`config.mk`:
```
export PLATFORM = sky130hd
export DESIGN_NAME = greedy_hit_pair_matcher
export DESIGN_NICKNAME = d
export VERILOG_FILES = /design/src/rtl/core/ghpm_pkg.sv /design/src/rtl/core/greedy_hit_pair_matcher.sv /design/src/rtl/core/ghpm_hit_store.sv /design/src/rtl/core/ghpm_dist_unit.sv /design/src/rtl/core/ghpm_ctrl.sv
export SDC_FILE = /design/constraint.sdc
export NUM_CORES = 2
export LEC_CHECK = 0
export BUFFER_PORTS_ARGS = -buffer_cell sky130_fd_sc_hd__buf_4
export CAP_MARGIN = 30
export CORE_MARGIN = 3
export CORE_UTILIZATION = 60
export DETAILED_ROUTE_END_ITERATION = 8
export PLACE_DENSITY_LB_ADDON = 0.15
export SLEW_MARGIN = 20
export SYNTH_ARGS = -nofsm -noshare
export SYNTH_HDL_FRONTEND = slang
export SYNTH_SLANG_ARGS = --single-unit
```
`constraint.sdc`:
```
create_clock -name clk -period 5.85 [get_ports clk]
set_input_delay 0.585 -clock clk [delete_from_list [all_inputs] [get_ports clk]]
set_output_delay 0.585 -clock clk [all_outputs]
set_load 0.05 [all_outputs]
```
`src/rtl/core/ghpm_pkg.sv`:
```
`default_nettype none
// ----------------------------------------------------------------------------
// ghpm_pkg: shared types and constants of the greedy hit pair matcher
// Store sizes, field widths, request and record codes, and the structs that
// travel between the controller, the hit store and the distance pipeline.
// ----------------------------------------------------------------------------
package ghpm_pkg;

    localparam int MAX_HITS = 16;
    localparam int IDX_W    = $clog2(MAX_HITS);
    localparam int CNT_W    = $clog2(MAX_HITS + 1);
    localparam int COORD_W  = 20;
    localparam int POS_W    = 2 * COORD_W;
    localparam int ABS_W    = COORD_W + 1;
    localparam int DIST_W   = 22;

    localparam logic [DIST_W-1:0] DIST_MAX_RST = DIST_W'(500);

    typedef enum logic [1:0] {
        FN_TRUTH = 2'd0,
        FN_RECO  = 2'd1,
        FN_RUN   = 2'd2
    } func_t;

    typedef enum logic [1:0] {
        KIND_RECO  = 2'd0,
        KIND_TRUTH = 2'd1,
        KIND_SUM   = 2'd2
    } kind_t;

    typedef enum logic [3:0] {
        ST_IDLE,
        ST_SCAN,
        ST_DRAIN1,
        ST_DRAIN2,
        ST_DECIDE,
        ST_RECO_RD,
        ST_RECO_PUT,
        ST_TRUTH_RD,
        ST_TRUTH_PUT,
        ST_SUM
    } state_t;

    typedef struct packed {
        logic             truth_we;
        logic             reco_we;
        logic [IDX_W-1:0] addr;
        logic [POS_W-1:0] pos;
    } store_wr_t;

    typedef struct packed {
        logic              we;
        logic [IDX_W-1:0]  addr;
        logic [DIST_W-1:0] dval;
    } dist_wr_t;

    typedef struct packed {
        logic             vld;
        logic [IDX_W-1:0] t;
        logic [IDX_W-1:0] r;
    } pair_tag_t;

    typedef struct packed {
        logic              vld;
        logic [IDX_W-1:0]  t;
        logic [IDX_W-1:0]  r;
        logic [DIST_W-1:0] dval;
    } cand_t;

endpackage
`default_nettype wire

```
`src/rtl/core/greedy_hit_pair_matcher.sv`:
```
`default_nettype none
// ----------------------------------------------------------------------------
// greedy_hit_pair_matcher: greedy nearest truth/reco hit pairing
// Stores truth and reco hits, pairs them by least Manhattan distance below
// dist_max on a run request, and emits reco, truth and summary records.
// ----------------------------------------------------------------------------
//  Channel   Handshake             Payload
//  hit       hit_valid/hit_stall   func, coord_u, coord_v
//  rec       rec_valid/rec_stall   kind, index, matched, partner, distance,
//                                  match_count, truth_count, reco_count,
//                                  overflow, last
//  cfg       cfg_we                cfg_wdata (dist_max)
//
// Load requests are taken back to back.
// A run request performs R match rounds over all T * N pairs, where T and
// N are the truth and reco fills and R is the number of pairs formed plus
// one, at one pair read per cycle from the position memories.
// Each hit record takes a distance memory read, then the output register,
// and records wait while rec_stall is held.
// hit_stall is high from a run request until its summary is registered.
// After reset the stores are empty and dist_max is 500.
// ----------------------------------------------------------------------------
module greedy_hit_pair_matcher (
    input  wire logic                          clk,
    input  wire logic                          rst_n,
    input  wire logic                          cfg_we,
    input  wire logic [ghpm_pkg::DIST_W-1:0]   cfg_wdata,
    input  wire logic                          hit_valid,
    output logic                               hit_stall,
    input  wire logic [1:0]                    func,
    input  wire logic signed [ghpm_pkg::COORD_W-1:0] coord_u,
    input  wire logic signed [ghpm_pkg::COORD_W-1:0] coord_v,
    output logic                               rec_valid,
    input  wire logic                          rec_stall,
    output logic [1:0]                         kind,
    output logic [ghpm_pkg::IDX_W-1:0]         index,
    output logic                               matched,
    output logic [ghpm_pkg::IDX_W-1:0]         partner,
    output logic [ghpm_pkg::DIST_W-1:0]        distance,
    output logic [ghpm_pkg::CNT_W-1:0]         match_count,
    output logic [ghpm_pkg::CNT_W-1:0]         truth_count,
    output logic [ghpm_pkg::CNT_W-1:0]         reco_count,
    output logic                               overflow,
    output logic                               last
);
    import ghpm_pkg::*;

    logic [DIST_W-1:0] dist_max_reg;
    store_wr_t         store_wr;
    dist_wr_t          dist_wr;
    logic [IDX_W-1:0]  truth_raddr;
    logic [IDX_W-1:0]  reco_raddr;
    logic [IDX_W-1:0]  dist_raddr;
    logic [POS_W-1:0]  truth_rdata;
    logic [POS_W-1:0]  reco_rdata;
    logic [DIST_W-1:0] dist_rdata;
    pair_tag_t         issue;
    cand_t             cand;

    always_ff @(posedge clk or negedge rst_n)
    begin
        if (!rst_n)
        begin
            dist_max_reg <= DIST_MAX_RST;
        end
        else if (cfg_we)
        begin
            dist_max_reg <= cfg_wdata;
        end
    end

    ghpm_ctrl u_ctrl (
        .clk         (clk),
        .rst_n       (rst_n),
        .dist_max    (dist_max_reg),
        .hit_valid   (hit_valid),
        .hit_stall   (hit_stall),
        .func        (func),
        .coord_u     (coord_u),
        .coord_v     (coord_v),
        .store_wr    (store_wr),
        .truth_raddr (truth_raddr),
        .reco_raddr  (reco_raddr),
        .dist_wr     (dist_wr),
        .dist_raddr  (dist_raddr),
        .dist_rdata  (dist_rdata),
        .issue       (issue),
        .cand        (cand),
        .rec_valid   (rec_valid),
        .rec_stall   (rec_stall),
        .kind        (kind),
        .index       (index),
        .matched     (matched),
        .partner     (partner),
        .distance    (distance),
        .match_count (match_count),
        .truth_count (truth_count),
        .reco_count  (reco_count),
        .overflow    (overflow),
        .last        (last)
    );

    ghpm_hit_store u_store (
        .clk         (clk),
        .store_wr    (store_wr),
        .truth_raddr (truth_raddr),
        .reco_raddr  (reco_raddr),
        .dist_wr     (dist_wr),
        .dist_raddr  (dist_raddr),
        .truth_rdata (truth_rdata),
        .reco_rdata  (reco_rdata),
        .dist_rdata  (dist_rdata)
    );

    ghpm_dist_unit u_dist (
        .clk       (clk),
        .rst_n     (rst_n),
        .issue     (issue),
        .truth_pos (truth_rdata),
        .reco_pos  (reco_rdata),
        .cand      (cand)
    );

endmodule
`default_nettype wire

```
`src/rtl/core/ghpm_hit_store.sv`:
```
`default_nettype none
// ----------------------------------------------------------------------------
// ghpm_hit_store: hit position and pair distance memories
// Truth and reco positions, each packed as {v, u}, plus the distance of each
// formed pair kept per truth index. All reads are registered.
// ----------------------------------------------------------------------------
module ghpm_hit_store (
    input  wire logic                          clk,
    input  wire ghpm_pkg::store_wr_t           store_wr,
    input  wire logic [ghpm_pkg::IDX_W-1:0]    truth_raddr,
    input  wire logic [ghpm_pkg::IDX_W-1:0]    reco_raddr,
    input  wire ghpm_pkg::dist_wr_t            dist_wr,
    input  wire logic [ghpm_pkg::IDX_W-1:0]    dist_raddr,
    output logic [ghpm_pkg::POS_W-1:0]         truth_rdata,
    output logic [ghpm_pkg::POS_W-1:0]         reco_rdata,
    output logic [ghpm_pkg::DIST_W-1:0]        dist_rdata
);
    import ghpm_pkg::*;

    logic [POS_W-1:0]  truth_mem [MAX_HITS];
    logic [POS_W-1:0]  reco_mem  [MAX_HITS];
    logic [DIST_W-1:0] dist_mem  [MAX_HITS];

    logic [POS_W-1:0]  truth_rdata_reg;
    logic [POS_W-1:0]  reco_rdata_reg;
    logic [DIST_W-1:0] dist_rdata_reg;

    // Loads, the pair scan and the record walk never overlap in time, so a
    // write and a read of the same entry cannot collide.
    always_ff @(posedge clk)
    begin
        if (store_wr.truth_we)
        begin
            truth_mem[store_wr.addr] <= store_wr.pos;
        end
        truth_rdata_reg <= truth_mem[truth_raddr];
    end

    always_ff @(posedge clk)
    begin
        if (store_wr.reco_we)
        begin
            reco_mem[store_wr.addr] <= store_wr.pos;
        end
        reco_rdata_reg <= reco_mem[reco_raddr];
    end

    always_ff @(posedge clk)
    begin
        if (dist_wr.we)
        begin
            dist_mem[dist_wr.addr] <= dist_wr.dval;
        end
        dist_rdata_reg <= dist_mem[dist_raddr];
    end

    assign truth_rdata = truth_rdata_reg;
    assign reco_rdata  = reco_rdata_reg;
    assign dist_rdata  = dist_rdata_reg;

endmodule
`default_nettype wire

```
`src/rtl/core/ghpm_dist_unit.sv`:
```
`default_nettype none
// ----------------------------------------------------------------------------
// ghpm_dist_unit: Manhattan distance pipeline
// Follows the pair tag alongside the store read, registers |du| and |dv|,
// and presents their sum as a candidate for the running minimum.
// ----------------------------------------------------------------------------
module ghpm_dist_unit (
    input  wire logic                       clk,
    input  wire logic                       rst_n,
    input  wire ghpm_pkg::pair_tag_t        issue,
    input  wire logic [ghpm_pkg::POS_W-1:0] truth_pos,
    input  wire logic [ghpm_pkg::POS_W-1:0] reco_pos,
    output ghpm_pkg::cand_t                 cand
);
    import ghpm_pkg::*;

    pair_tag_t        tag1_reg;
    pair_tag_t        tag2_reg;
    logic [ABS_W-1:0] du_reg;
    logic [ABS_W-1:0] dv_reg;
    logic [ABS_W-1:0] du_next;
    logic [ABS_W-1:0] dv_next;

    function automatic logic [ABS_W-1:0] abs_diff(input logic [COORD_W-1:0] a,
                                                   input logic [COORD_W-1:0] b);
        logic [ABS_W-1:0] diff;
        begin
            diff = {a[COORD_W-1], a} - {b[COORD_W-1], b};
            abs_diff = diff[ABS_W-1] ? (~diff + ABS_W'(1)) : diff;
        end
    endfunction

    always_comb
    begin
        du_next = abs_diff(truth_pos[COORD_W-1:0], reco_pos[COORD_W-1:0]);
        dv_next = abs_diff(truth_pos[POS_W-1:COORD_W], reco_pos[POS_W-1:COORD_W]);
    end

    always_ff @(posedge clk or negedge rst_n)
    begin
        if (!rst_n)
        begin
            tag1_reg <= '0;
            tag2_reg <= '0;
        end
        else
        begin
            tag1_reg <= issue;
            tag2_reg <= tag1_reg;
        end
    end

    always_ff @(posedge clk)
    begin
        du_reg <= du_next;
        dv_reg <= dv_next;
    end

    // The sum of two coordinate differences always fits the distance field.
    always_comb
    begin
        cand.vld  = tag2_reg.vld;
        cand.t    = tag2_reg.t;
        cand.r    = tag2_reg.r;
        cand.dval = DIST_W'(du_reg) + DIST_W'(dv_reg);
    end

endmodule
`default_nettype wire

```
`src/rtl/core/ghpm_ctrl.sv`:
```
`default_nettype none
// ----------------------------------------------------------------------------
// ghpm_ctrl: load, match and record sequencer
// Fills the stores, runs match rounds over all free pairs, commits the best
// pair of each round while it lies below dist_max, then walks the records into the output register.
// ----------------------------------------------------------------------------
module ghpm_ctrl (
    input  wire logic                          clk,
    input  wire logic                          rst_n,
    input  wire logic [ghpm_pkg::DIST_W-1:0]   dist_max,
    input  wire logic                          hit_valid,
    output logic                               hit_stall,
    input  wire logic [1:0]                    func,
    input  wire logic [ghpm_pkg::COORD_W-1:0]  coord_u,
    input  wire logic [ghpm_pkg::COORD_W-1:0]  coord_v,
    output ghpm_pkg::store_wr_t                store_wr,
    output logic [ghpm_pkg::IDX_W-1:0]         truth_raddr,
    output logic [ghpm_pkg::IDX_W-1:0]         reco_raddr,
    output ghpm_pkg::dist_wr_t                 dist_wr,
    output logic [ghpm_pkg::IDX_W-1:0]         dist_raddr,
    input  wire logic [ghpm_pkg::DIST_W-1:0]   dist_rdata,
    output ghpm_pkg::pair_tag_t                issue,
    input  wire ghpm_pkg::cand_t               cand,
    output logic                               rec_valid,
    input  wire logic                          rec_stall,
    output logic [1:0]                         kind,
    output logic [ghpm_pkg::IDX_W-1:0]         index,
    output logic                               matched,
    output logic [ghpm_pkg::IDX_W-1:0]         partner,
    output logic [ghpm_pkg::DIST_W-1:0]        distance,
    output logic [ghpm_pkg::CNT_W-1:0]         match_count,
    output logic [ghpm_pkg::CNT_W-1:0]         truth_count,
    output logic [ghpm_pkg::CNT_W-1:0]         reco_count,
    output logic                               overflow,
    output logic                               last
);
    import ghpm_pkg::*;

    state_t            state_reg, state_next;
    logic [CNT_W-1:0]  truth_fill_reg, truth_fill_next;
    logic [CNT_W-1:0]  reco_fill_reg, reco_fill_next;
    logic              dropped_reg, dropped_next;
    logic [CNT_W-1:0]  nmatch_reg, nmatch_next;
    logic [IDX_W-1:0]  t_reg, t_next;
    logic [IDX_W-1:0]  r_reg, r_next;
    logic [IDX_W-1:0]  e_reg, e_next;
    logic              found_reg, found_next;
    logic [DIST_W-1:0] best_reg, best_next;
    logic [IDX_W-1:0]  bt_reg, bt_next;
    logic [IDX_W-1:0]  br_reg, br_next;
    logic [MAX_HITS-1:0] truth_has_reg, truth_has_next;
    logic [MAX_HITS-1:0] reco_has_reg, reco_has_next;
    logic [IDX_W-1:0]  truth_link_reg [MAX_HITS];
    logic [IDX_W-1:0]  truth_link_next [MAX_HITS];
    logic [IDX_W-1:0]  reco_link_reg [MAX_HITS];
    logic [IDX_W-1:0]  reco_link_next [MAX_HITS];

    logic              rec_valid_reg, rec_valid_next;
    logic [1:0]        kind_reg, kind_next;
    logic [IDX_W-1:0]  index_reg, index_next;
    logic              matched_reg, matched_next;
    logic [IDX_W-1:0]  partner_reg, partner_next;
    logic [DIST_W-1:0] distance_reg, distance_next;
    logic [CNT_W-1:0]  mc_reg, mc_next;
    logic [CNT_W-1:0]  tc_reg, tc_next;
    logic [CNT_W-1:0]  rc_reg, rc_next;
    logic              ovf_reg, ovf_next;
    logic              last_reg, last_next;

    logic              accept;
    logic              out_free;
    state_t            emit_entry;
    logic              e_last_reco;
    logic              e_last_truth;

    assign hit_stall = (state_reg != ST_IDLE);
    assign accept    = hit_valid && !hit_stall;
    assign out_free  = !rec_valid_reg || !rec_stall;

    assign truth_raddr = t_reg;
    assign reco_raddr  = r_reg;

    always_comb
    begin
        if (reco_fill_reg != '0)
        begin
            emit_entry = ST_RECO_RD;
        end
        else if (truth_fill_reg != '0)
        begin
            emit_entry = ST_TRUTH_RD;
        end
        else
        begin
            emit_entry = ST_SUM;
        end
    end

    assign e_last_reco  = ((CNT_W'(e_reg) + CNT_W'(1)) == reco_fill_reg);
    assign e_last_truth = ((CNT_W'(e_reg) + CNT_W'(1)) == truth_fill_reg);

    always_ff @(posedge clk or negedge rst_n)
    begin
        if (!rst_n)
        begin
            state_reg <= ST_IDLE;
        end
        else
        begin
            state_reg <= state_next;
        end
    end

    always_ff @(posedge clk or negedge rst_n)
    begin
        if (!rst_n)
        begin
            truth_fill_reg <= '0;
            reco_fill_reg  <= '0;
            dropped_reg    <= 1'b0;
            nmatch_reg     <= '0;
            found_reg      <= 1'b0;
            truth_has_reg  <= '0;
            reco_has_reg   <= '0;
            rec_valid_reg  <= 1'b0;
            t_reg          <= '0;
            r_reg          <= '0;
            e_reg          <= '0;
        end
        else
        begin
            truth_fill_reg <= truth_fill_next;
            reco_fill_reg  <= reco_fill_next;
            dropped_reg    <= dropped_next;
            nmatch_reg     <= nmatch_next;
            found_reg      <= found_next;
            truth_has_reg  <= truth_has_next;
            reco_has_reg   <= reco_has_next;
            rec_valid_reg  <= rec_valid_next;
            t_reg          <= t_next;
            r_reg          <= r_next;
            e_reg          <= e_next;
        end
    end

    always_ff @(posedge clk)
    begin
        best_reg       <= best_next;
        bt_reg         <= bt_next;
        br_reg         <= br_next;
        truth_link_reg <= truth_link_next;
        reco_link_reg  <= reco_link_next;
        kind_reg       <= kind_next;
        index_reg      <= index_next;
        matched_reg    <= matched_next;
        partner_reg    <= partner_next;
        distance_reg   <= distance_next;
        mc_reg         <= mc_next;
        tc_reg         <= tc_next;
        rc_reg         <= rc_next;
        ovf_reg        <= ovf_next;
        last_reg       <= last_next;
    end

    always_comb
    begin
        state_next      = state_reg;
        truth_fill_next = truth_fill_reg;
        reco_fill_next  = reco_fill_reg;
        dropped_next    = dropped_reg;
        nmatch_next     = nmatch_reg;
        t_next          = t_reg;
        r_next          = r_reg;
        e_next          = e_reg;
        found_next      = found_reg;
        best_next       = best_reg;
        bt_next         = bt_reg;
        br_next         = br_reg;
        truth_has_next  = truth_has_reg;
        reco_has_next   = reco_has_reg;
        truth_link_next = truth_link_reg;
        reco_link_next  = reco_link_reg;

        rec_valid_next  = rec_valid_reg && rec_stall;
        kind_next       = kind_reg;
        index_next      = index_reg;
        matched_next    = matched_reg;
        partner_next    = partner_reg;
        distance_next   = distance_reg;
        mc_next         = mc_reg;
        tc_next         = tc_reg;
        rc_next         = rc_reg;
        ovf_next        = ovf_reg;
        last_next       = last_reg;

        store_wr.truth_we = 1'b0;
        store_wr.reco_we  = 1'b0;
        store_wr.addr     = (func == FN_TRUTH) ? truth_fill_reg[IDX_W-1:0]
                                               : reco_fill_reg[IDX_W-1:0];
        store_wr.pos      = {coord_v, coord_u};

        dist_wr.we   = 1'b0;
        dist_wr.addr = bt_reg;
        dist_wr.dval = best_reg;

        issue.vld = 1'b0;
        issue.t   = t_reg;
        issue.r   = r_reg;

        // The distance of a reco hit's pair is kept under its truth partner.
        if (state_reg == ST_RECO_RD || state_reg == ST_RECO_PUT)
        begin
            dist_raddr = reco_link_reg[e_reg];
        end
        else
        begin
            dist_raddr = e_reg;
        end

        // Running minimum; strict compare keeps the first pair in scan order.
        if (cand.vld && (!found_reg || cand.dval < best_reg))
        begin
            found_next = 1'b1;
            best_next  = cand.dval;
            bt_next    = cand.t;
            br_next    = cand.r;
        end

        case (state_reg)
            ST_IDLE:
            begin
                if (accept)
                begin
                    case (func)
                        FN_TRUTH:
                        begin
                            if (truth_fill_reg != CNT_W'(MAX_HITS))
                            begin
                                store_wr.truth_we = 1'b1;
                                truth_fill_next   = truth_fill_reg + CNT_W'(1);
                            end
                            else
                            begin
                                dropped_next = 1'b1;
                            end
                        end
                        FN_RECO:
                        begin
                            if (reco_fill_reg != CNT_W'(MAX_HITS))
                            begin
                                store_wr.reco_we = 1'b1;
                                reco_fill_next   = reco_fill_reg + CNT_W'(1);
                            end
                            else
                            begin
                                dropped_next = 1'b1;
                            end
                        end
                        FN_RUN:
                        begin
                            t_next     = '0;
                            r_next     = '0;
                            e_next     = '0;
                            found_next = 1'b0;
                            if (truth_fill_reg != '0 && reco_fill_reg != '0)
                            begin
                                state_next = ST_SCAN;
                            end
                            else
                            begin
                                state_next = emit_entry;
                            end
                        end
                        default:
                        begin
                        end
                    endcase
                end
            end
            ST_SCAN:
            begin
                issue.vld = !truth_has_reg[t_reg] && !reco_has_reg[r_reg];
                if ((CNT_W'(r_reg) + CNT_W'(1)) == reco_fill_reg)
                begin
                    r_next = '0;
                    if ((CNT_W'(t_reg) + CNT_W'(1)) == truth_fill_reg)
                    begin
                        t_next     = '0;
                        state_next = ST_DRAIN1;
                    end
                    else
                    begin
                        t_next = t_reg + IDX_W'(1);
                    end
                end
                else
                begin
                    r_next = r_reg + IDX_W'(1);
                end
            end
            ST_DRAIN1:
            begin
                state_next = ST_DRAIN2;
            end
            ST_DRAIN2:
            begin
                state_next = ST_DECIDE;
            end
            ST_DECIDE:
            begin
                if (found_reg && best_reg < dist_max)
                begin
                    truth_has_next[bt_reg]  = 1'b1;
                    truth_link_next[bt_reg] = br_reg;
                    reco_has_next[br_reg]   = 1'b1;
                    reco_link_next[br_reg]  = bt_reg;
                    dist_wr.we  = 1'b1;
                    nmatch_next = nmatch_reg + CNT_W'(1);
                    found_next  = 1'b0;
                    state_next  = ST_SCAN;
                end
                else
                begin
                    e_next     = '0;
                    state_next = emit_entry;
                end
            end
            ST_RECO_RD:
            begin
                state_next = ST_RECO_PUT;
            end
            ST_RECO_PUT:
            begin
                if (out_free)
                begin
                    rec_valid_next = 1'b1;
                    kind_next      = KIND_RECO;
                    index_next     = e_reg;
                    matched_next   = reco_has_reg[e_reg];
                    partner_next   = reco_has_reg[e_reg] ? reco_link_reg[e_reg] : '0;
                    distance_next  = reco_has_reg[e_reg] ? dist_rdata : '0;
                    mc_next        = '0;
                    tc_next        = '0;
                    rc_next        = '0;
                    ovf_next       = 1'b0;
                    last_next      = 1'b0;
                    if (e_last_reco)
                    begin
                        e_next     = '0;
                        state_next = (truth_fill_reg != '0) ? ST_TRUTH_RD : ST_SUM;
                    end
                    else
                    begin
                        e_next     = e_reg + IDX_W'(1);
                        state_next = ST_RECO_RD;
                    end
                end
            end
            ST_TRUTH_RD:
            begin
                state_next = ST_TRUTH_PUT;
            end
            ST_TRUTH_PUT:
            begin
                if (out_free)
                begin
                    rec_valid_next = 1'b1;
                    kind_next      = KIND_TRUTH;
                    index_next     = e_reg;
                    matched_next   = truth_has_reg[e_reg];
                    partner_next   = truth_has_reg[e_reg] ? truth_link_reg[e_reg] : '0;
                    distance_next  = truth_has_reg[e_reg] ? dist_rdata : '0;
                    mc_next        = '0;
                    tc_next        = '0;
                    rc_next        = '0;
                    ovf_next       = 1'b0;
                    last_next      = 1'b0;
                    if (e_last_truth)
                    begin
                        e_next     = '0;
                        state_next = ST_SUM;
                    end
                    else
                    begin
                        e_next     = e_reg + IDX_W'(1);
                        state_next = ST_TRUTH_RD;
                    end
                end
            end
            ST_SUM:
            begin
                if (out_free)
                begin
                    rec_valid_next  = 1'b1;
                    kind_next       = KIND_SUM;
                    index_next      = '0;
                    matched_next    = 1'b0;
                    partner_next    = '0;
                    distance_next   = '0;
                    mc_next         = nmatch_reg;
                    tc_next         = truth_fill_reg;
                    rc_next         = reco_fill_reg;
                    ovf_next        = dropped_reg;
                    last_next       = 1'b1;
                    truth_fill_next = '0;
                    reco_fill_next  = '0;
                    dropped_next    = 1'b0;
                    nmatch_next     = '0;
                    truth_has_next  = '0;
                    reco_has_next   = '0;
                    state_next      = ST_IDLE;
                end
            end
            default:
            begin
                state_next = ST_IDLE;
            end
        endcase
    end

    assign rec_valid   = rec_valid_reg;
    assign kind        = kind_reg;
    assign index       = index_reg;
    assign matched     = matched_reg;
    assign partner     = partner_reg;
    assign distance    = distance_reg;
    assign match_count = mc_reg;
    assign truth_count = tc_reg;
    assign reco_count  = rc_reg;
    assign overflow    = ovf_reg;
    assign last        = last_reg;

endmodule
`default_nettype wire

```
# --- Yosys cells after proc, flatten, opt, wreduce, memory -nomap -nowiden ---
# Memory sizes are Yosys's and may differ from the RTL's. A register that Yosys moved wholly into a read port is not among the register bits.
# Index checks and enable logic that the tools add are counted.
classes:
  bitwise_logic: 7
  add_sub_neg: 14
  eq_ne: 34
  order_cmp: 14
  n_reduce_logical: 43
  n_mux: 129
op_table:
  columns: ["operator", "count"]
  rows:
  - ["$mux 4", 36]
  - ["$bwmux 64", 2]
  - ["$mux 22", 5]
  - ["$pmux 22 s3", 1]
  - ["$pmux 16 s2", 2]
  - ["$pmux 5 s2", 6]
  - ["$mux 5", 11]
  - ["$mux 16", 3]
  - ["$lt 22x22->1", 2]
  - ["$add 21x1->21 const B", 2]
  - ["$not 21->21", 2]
  - ["$sub 20x20->21", 2]
  - ["$mux 20", 2]
  - ["$pmux 4 s10", 1]
  - ["$mux 1", 33]
  - ["$bmux 4 s4", 2]
  - ["$demux 4 s4", 2]
  - ["$or 16x16->16", 2]
  - ["$lt 4x5->1 const B", 5]
  - ["$pmux 4 s2", 3]
  - ["$add 21x21->22", 1]
  - ["$ne 2x1->1 const B", 11]
  - ["$eq 5x5->1", 4]
  - ["$bmux 1 s4", 4]
  - ["other kinds (41)", 97]
totals:
  mem_bits_rw: 1632
  in_bits: 69
  mem_count: 3
  regBits: 356
mem_list:
  columns: ["name", "words", "word_bits", "rd", "rd_clocked_by_memory_dff", "write_ports", "line", "text"]
  rows:
  - ["u_store.reco_mem", 16, 40, 1, 1, 1, "ghpm_hit_store.sv:21", "logic [POS_W-1:0] reco_mem [MAX_HITS];"]
  - ["u_store.truth_mem", 16, 40, 1, 1, 1, "ghpm_hit_store.sv:20", "logic [POS_W-1:0] truth_mem [MAX_HITS];"]
  - ["u_store.dist_mem", 16, 22, 1, 1, 1, "ghpm_hit_store.sv:22", "logic [DIST_W-1:0] dist_mem [MAX_HITS];"]

# --- Logic depth before layout (Yosys ltp) ---
depth:
  ltp_word: 8
  depth_mapped: 19
  mapped_depth_nobuf: 19

# --- Modules after synthesis ---
# A second synthesis with hierarchy kept.
unflattened:
  cells_unflattened: 4414
  area_unflattened_um2: 83636.5
by_module_without_submodules:
  columns: ["module", "cells_per_inst", "instances", "area_per_inst_um2", "seq_area_each_um2"]
  rows:
  - ["ghpm_hit_store", 2667, 1, 63923.8, 51049.0]
  - ["ghpm_ctrl", 1043, 1, 13406.6, 7897.6]
  - ["ghpm_dist_unit", 658, 1, 5477.8, 1291.2]
  - ["greedy_hit_pair_matcher", 46, 1, 828.3, 558.0]

# --- Worst setup path after synthesis ---
# OpenSTA, ideal clock, no wires.
synth_path:
  path_type: "flip-flop to flip-flop"
  start: "reg u_dist.dv_reg[0]"
  end: "reg u_ctrl.best_reg[0], enable pin"
  arrival_time_ns: 4.907
  setup_ns: 0.435
  setup_slack_ns: 0.507
  required_ns: 5.415
  stages_incl_launch_ff: 19
  path_cell_list: "dfxtp_1 > ha_1 > fa_1 > a21o_1 > a21oi_1 > o21ai_0 > a22oi_1 > o21ai_0 > a211o_1 > a31o_2 > a21oi_1 > xnor2_1 > ha_1 > a21o_1 > a21oi_1 > o21ai_0 > nand2_1 > nand2_1 > a31oi_1"
synth_rtl:
  columns: ["element", "line", "text"]
  rows:
  - ["start, declared", "ghpm_dist_unit.sv:20", "logic [ABS_W-1:0] dv_reg;"]
  - ["start signal, assigned", "ghpm_dist_unit.sv:56", "dv_reg <= dv_next;"]
  - ["end signal, assigned", "ghpm_ctrl.sv:148", "best_reg <= best_next;"]
  - ["end, declared", "ghpm_ctrl.sv:48", "logic [DIST_W-1:0] best_reg, best_next;"]

==> impl_summary.log <==
INFO  metric syn_avg_cell_area = 16.8 um2
INFO  metric buffer_ports.inserted = 120
INFO  metric m3_gr_usage = 4.32%
INFO  metric synth_cells = 4941
INFO  metric cts_tree = done
INFO  metric worstReg2RegStart = u_dist.dv_reg[0]
INFO  metric hpwl = 114 mm
INFO  metric hold_viol_final = 0
INFO  metric core_box_area = 0.136 mm2
INFO  metric die_w = 378 um
INFO  metric drive_above_1_share = about 18%
INFO  metric die-area = 0.143 mm2
INFO  metric period_needed = 4.93 ns
INFO  metric timing.final.crit_share = 84.3%
INFO  metric gp_routability_congestion = 0.875
INFO  metric final.setup.tns = 0 ns
INFO  metric total_power = 0.0428 W
INFO  metric design.portCount = ~120
INFO  metric globalRouteMet1Util = around two fifths
INFO  metric gr-total-overflow = 0
INFO  metric design.final.nets = 5367
INFO  metric cp-startpoint = u_dist.dv_reg[0]
INFO  metric start_util = around three fifths
INFO  metric tightest_hold_check_type = in -> reg
INFO  metric total_leakage_power = 31.8 nW
INFO  metric post_synth_num_cell_types = 86
INFO  metric grt_antenna_before_repair = 3
INFO  metric min_delay_startpoint = rec_stall
INFO  metric largest_regs = u_store.reco_mem (640), u_store.truth_mem (640), u_store.dist_mem (352)
INFO  metric synth_largest_area_cell = sky130_fd_sc_hd__edfxtp_1
INFO  metric fmaxAchievable = 203 MHz
INFO  metric max_cap_viol_count = 0
INFO  metric cp_data_required_time = 6.33 ns
INFO  metric largest_net_degree_at_the_start_of_global_routing = 113
INFO  metric synth.top_cells.by_count = sky130_fd_sc_hd__edfxtp_1, sky130_fd_sc_hd__mux2i_1, sky130_fd_sc_hd__nand2_1
INFO  metric cts.path.max_buffers = 3
INFO  metric clock_tree_root_driver_cell = sky130_fd_sc_hd__clkbuf_16
INFO  metric cts_repair_resize_count = 0
INFO  metric slew_headroom = 27.8%
INFO  metric worst_clock_skew = 0.0346 ns
INFO  metric ir_worst_vdd = 438 uV
INFO  metric crit_type = reg -> reg
INFO  metric global_routing_usage_on_met2 = 46.4%
INFO  metric synth_nets = 5130
INFO  metric die_height = about 380 um
INFO  metric netlist.area_leader.share = 66.4%
INFO  metric count_of_flip_flops_with_a_built_in_enable_after_synthesis = roughly 1800
INFO  metric num_vias = between 40000 and 50000
INFO  metric post_drt_via_cell_ratio = 6.39
INFO  metric h-tree-depth = 4
INFO  metric synth_seq_cells = 2090
INFO  metric drc = 0
INFO  metric drt.antenna.violating_nets = 0
INFO  metric areal_power_density_over_the_cells = 456 mW/mm2
INFO  metric sequential_to_total_area_share_from_yosys_stat = 73.1%
INFO  metric ys_dominant_reg_cell = sky130_fd_sc_hd__edfxtp_1
INFO  metric path_max_fanout = 22
INFO  metric grt.busiest_layer = met2
INFO  metric tritoncts.num_buffers = 199
INFO  metric worst_slew_pin_slew = 1.08 ns
INFO  metric placement_rows = 135
INFO  metric wl_per_cell = 28.2 um
INFO  metric post-synth-top-count-cell = sky130_fd_sc_hd__edfxtp_1
INFO  metric number_of_iterations_in_the_first_detailed_routing_pass = 5
INFO  metric flow.area_growth_from_synthesis = 12.8%
INFO  metric netlist_area = 0.0832 mm2
INFO  metric worstSetupEndpointType = flip-flop
INFO  metric timing.critical_path.arrival = 5.41 ns
INFO  metric clkSinkCount = 2090
INFO  metric timing_max_transition_violations_final = 0
INFO  metric worstSetupStartpointType = flip-flop
INFO  metric drt-initial-drc-count = 4777
INFO  metric setup_violations = 0
INFO  metric grt_setup_unrepaired = no
INFO  metric grt_pass1_wl = 295 mm
INFO  metric grt_pass1_vias = 44700
INFO  metric post_synth_main_area_contributors = sky130_fd_sc_hd__edfxtp_1, sky130_fd_sc_hd__mux4_2, sky130_fd_sc_hd__mux2i_1
INFO  metric routed_wirelength = 201 mm
INFO  metric global_route.usage.total = 28.3%
INFO  metric ys_async_sr_fraction = under 10%
INFO  metric yosysWarningCount = 0
INFO  metric insertion_delay = 0.83 ns
INFO  metric cts.reportedPaths.clkPinSlew = 0.07 ns
INFO  metric status = finished, final reports clean
report_power, final:
part / switching (W) / internal [W]
Sequential: 0.000771 / 0.0171
Combinational: 0.00714 / 0.00509
Clock: 0.00552 / 0.00712
critical path: stages, from the launching register on:
cell	delay [ns]
sky130_fd_sc_hd__dfxtp_1	0.31
sky130_fd_sc_hd__ha_1	0.22
sky130_fd_sc_hd__fa_1	0.41
sky130_fd_sc_hd__a21o_1	0.19
sky130_fd_sc_hd__a21oi_1	0.28
sky130_fd_sc_hd__o21ai_0	0.14
sky130_fd_sc_hd__a22oi_1	0.26
sky130_fd_sc_hd__o21ai_0	0.25
sky130_fd_sc_hd__a211o_1	0.37
sky130_fd_sc_hd__a31o_2	0.24
sky130_fd_sc_hd__a21oi_1	0.17
sky130_fd_sc_hd__xnor2_1	0.17
sky130_fd_sc_hd__ha_1	0.29
sky130_fd_sc_hd__a21o_1	0.17
sky130_fd_sc_hd__a21oi_1	0.14
sky130_fd_sc_hd__o21ai_0	0.09
sky130_fd_sc_hd__nand2_1	0.07
sky130_fd_sc_hd__nand2_1	0.09
sky130_fd_sc_hd__a31oi_4	0.35
sky130_fd_sc_hd__buf_4	0.38
cell type report:
cell class | instances | area (um2)
flip-flops and latches | 2090 | 60800
fillers | 8774 | 42600
multi-input cells | 2482 | 21300
clock buffers | 255 | 5340
repair buffers | 277 | 2460
well taps | 1781 | 2230
clock inverters | 121 | 1160
inverters | 128 | 480
diodes | 1 | 2.50
cell families (layout without fill, tap and decap cells):
| kind of cell | count (synthesis) | after routing | synth area share, % |
|---|---|---|---|
| flops | 2090 | 2090 | 73.1 |
| compound gates | 830 | 830 | 6.58 |
| simple gates | 767 | 767 | 4.18 |
| mux | 660 | 660 | 11.4 |
| buf+inv | 369 | 781 | 1.80 |
| fa+ha+maj | 120 | 120 | 1.83 |
| xor+xnor | 105 | 105 | 1.11 |
| other cells | 0 | 1 | 0 |
repair_timing:
| action | in CTS | in global routing |
|---|---|---|
| setup buffers | 0 | 0 |
| hold endpoints to repair | 65 | 0 |
| hold buffers | 23 | 0 |
path summary, 6_finish.rpt:
kind	end	slack [ns]	cells after the start
worst max-delay path	u_ctrl.br_reg[0]	0.92	19
worst min-delay path	u_ctrl.state_reg[2]	0.11	3
worst max register to register	u_ctrl.br_reg[0]	0.92	19
worst min register to register	u_dist.cand[25]	0.35	0
max in group asynchronous	u_ctrl.truth_raddr[0]	4.11	3
min in group asynchronous	u_ctrl.nmatch_reg[2]	0.33	2
per-stage QoR:
| stage | utilization (%) | setup WS [ns] | cells | instance area, um2 | hold slack, ns |
|---|---|---|---|---|---|
| 2_1_floorplan | - | 0.507 | 4941 | 83200 | 0.289 |
| 3_3_place_gp | 63.6 | 1.05 | 6721 | 86900 | 0.332 |
| 3_5_place_dp | 63.8 | 1.01 | 6730 | 87000 | 0.335 |
| 4_1_cts | 68.7 | 0.974 | 7129 | 93800 | 0.0601 |
| 5_1_grt | 68.8 | 0.620 | 7135 | 93800 | 0.0975 |
| 6_report | 68.8 | 0.921 | 7135 | 93800 | 0.108 |
layer usage:
layer / up-vias / wire, um
met2: 1875 / 98400
met5: - / 0
met3: 350 / 13800
met4: 0 / 6850
li1: 19900 / -
met1: 23400 / 81900
cell usage in the layout, fill, tap and decap left out, types with 141 or more instances in the layout:
cell type                   netlist  layout
sky130_fd_sc_hd__dfxtp_1        144     144
sky130_fd_sc_hd__nand2_1        327     326
sky130_fd_sc_hd__buf_4            8     226
sky130_fd_sc_hd__mux4_2         220     220
sky130_fd_sc_hd__o21ai_0        255     255
sky130_fd_sc_hd__nor2_1         178     141
sky130_fd_sc_hd__mux2i_1        354     353
sky130_fd_sc_hd__clkbuf_16        0     200
sky130_fd_sc_hd__a21oi_1        166     163
sky130_fd_sc_hd__edfxtp_1      1840    1840
Power figures use the tool's default switching activity.
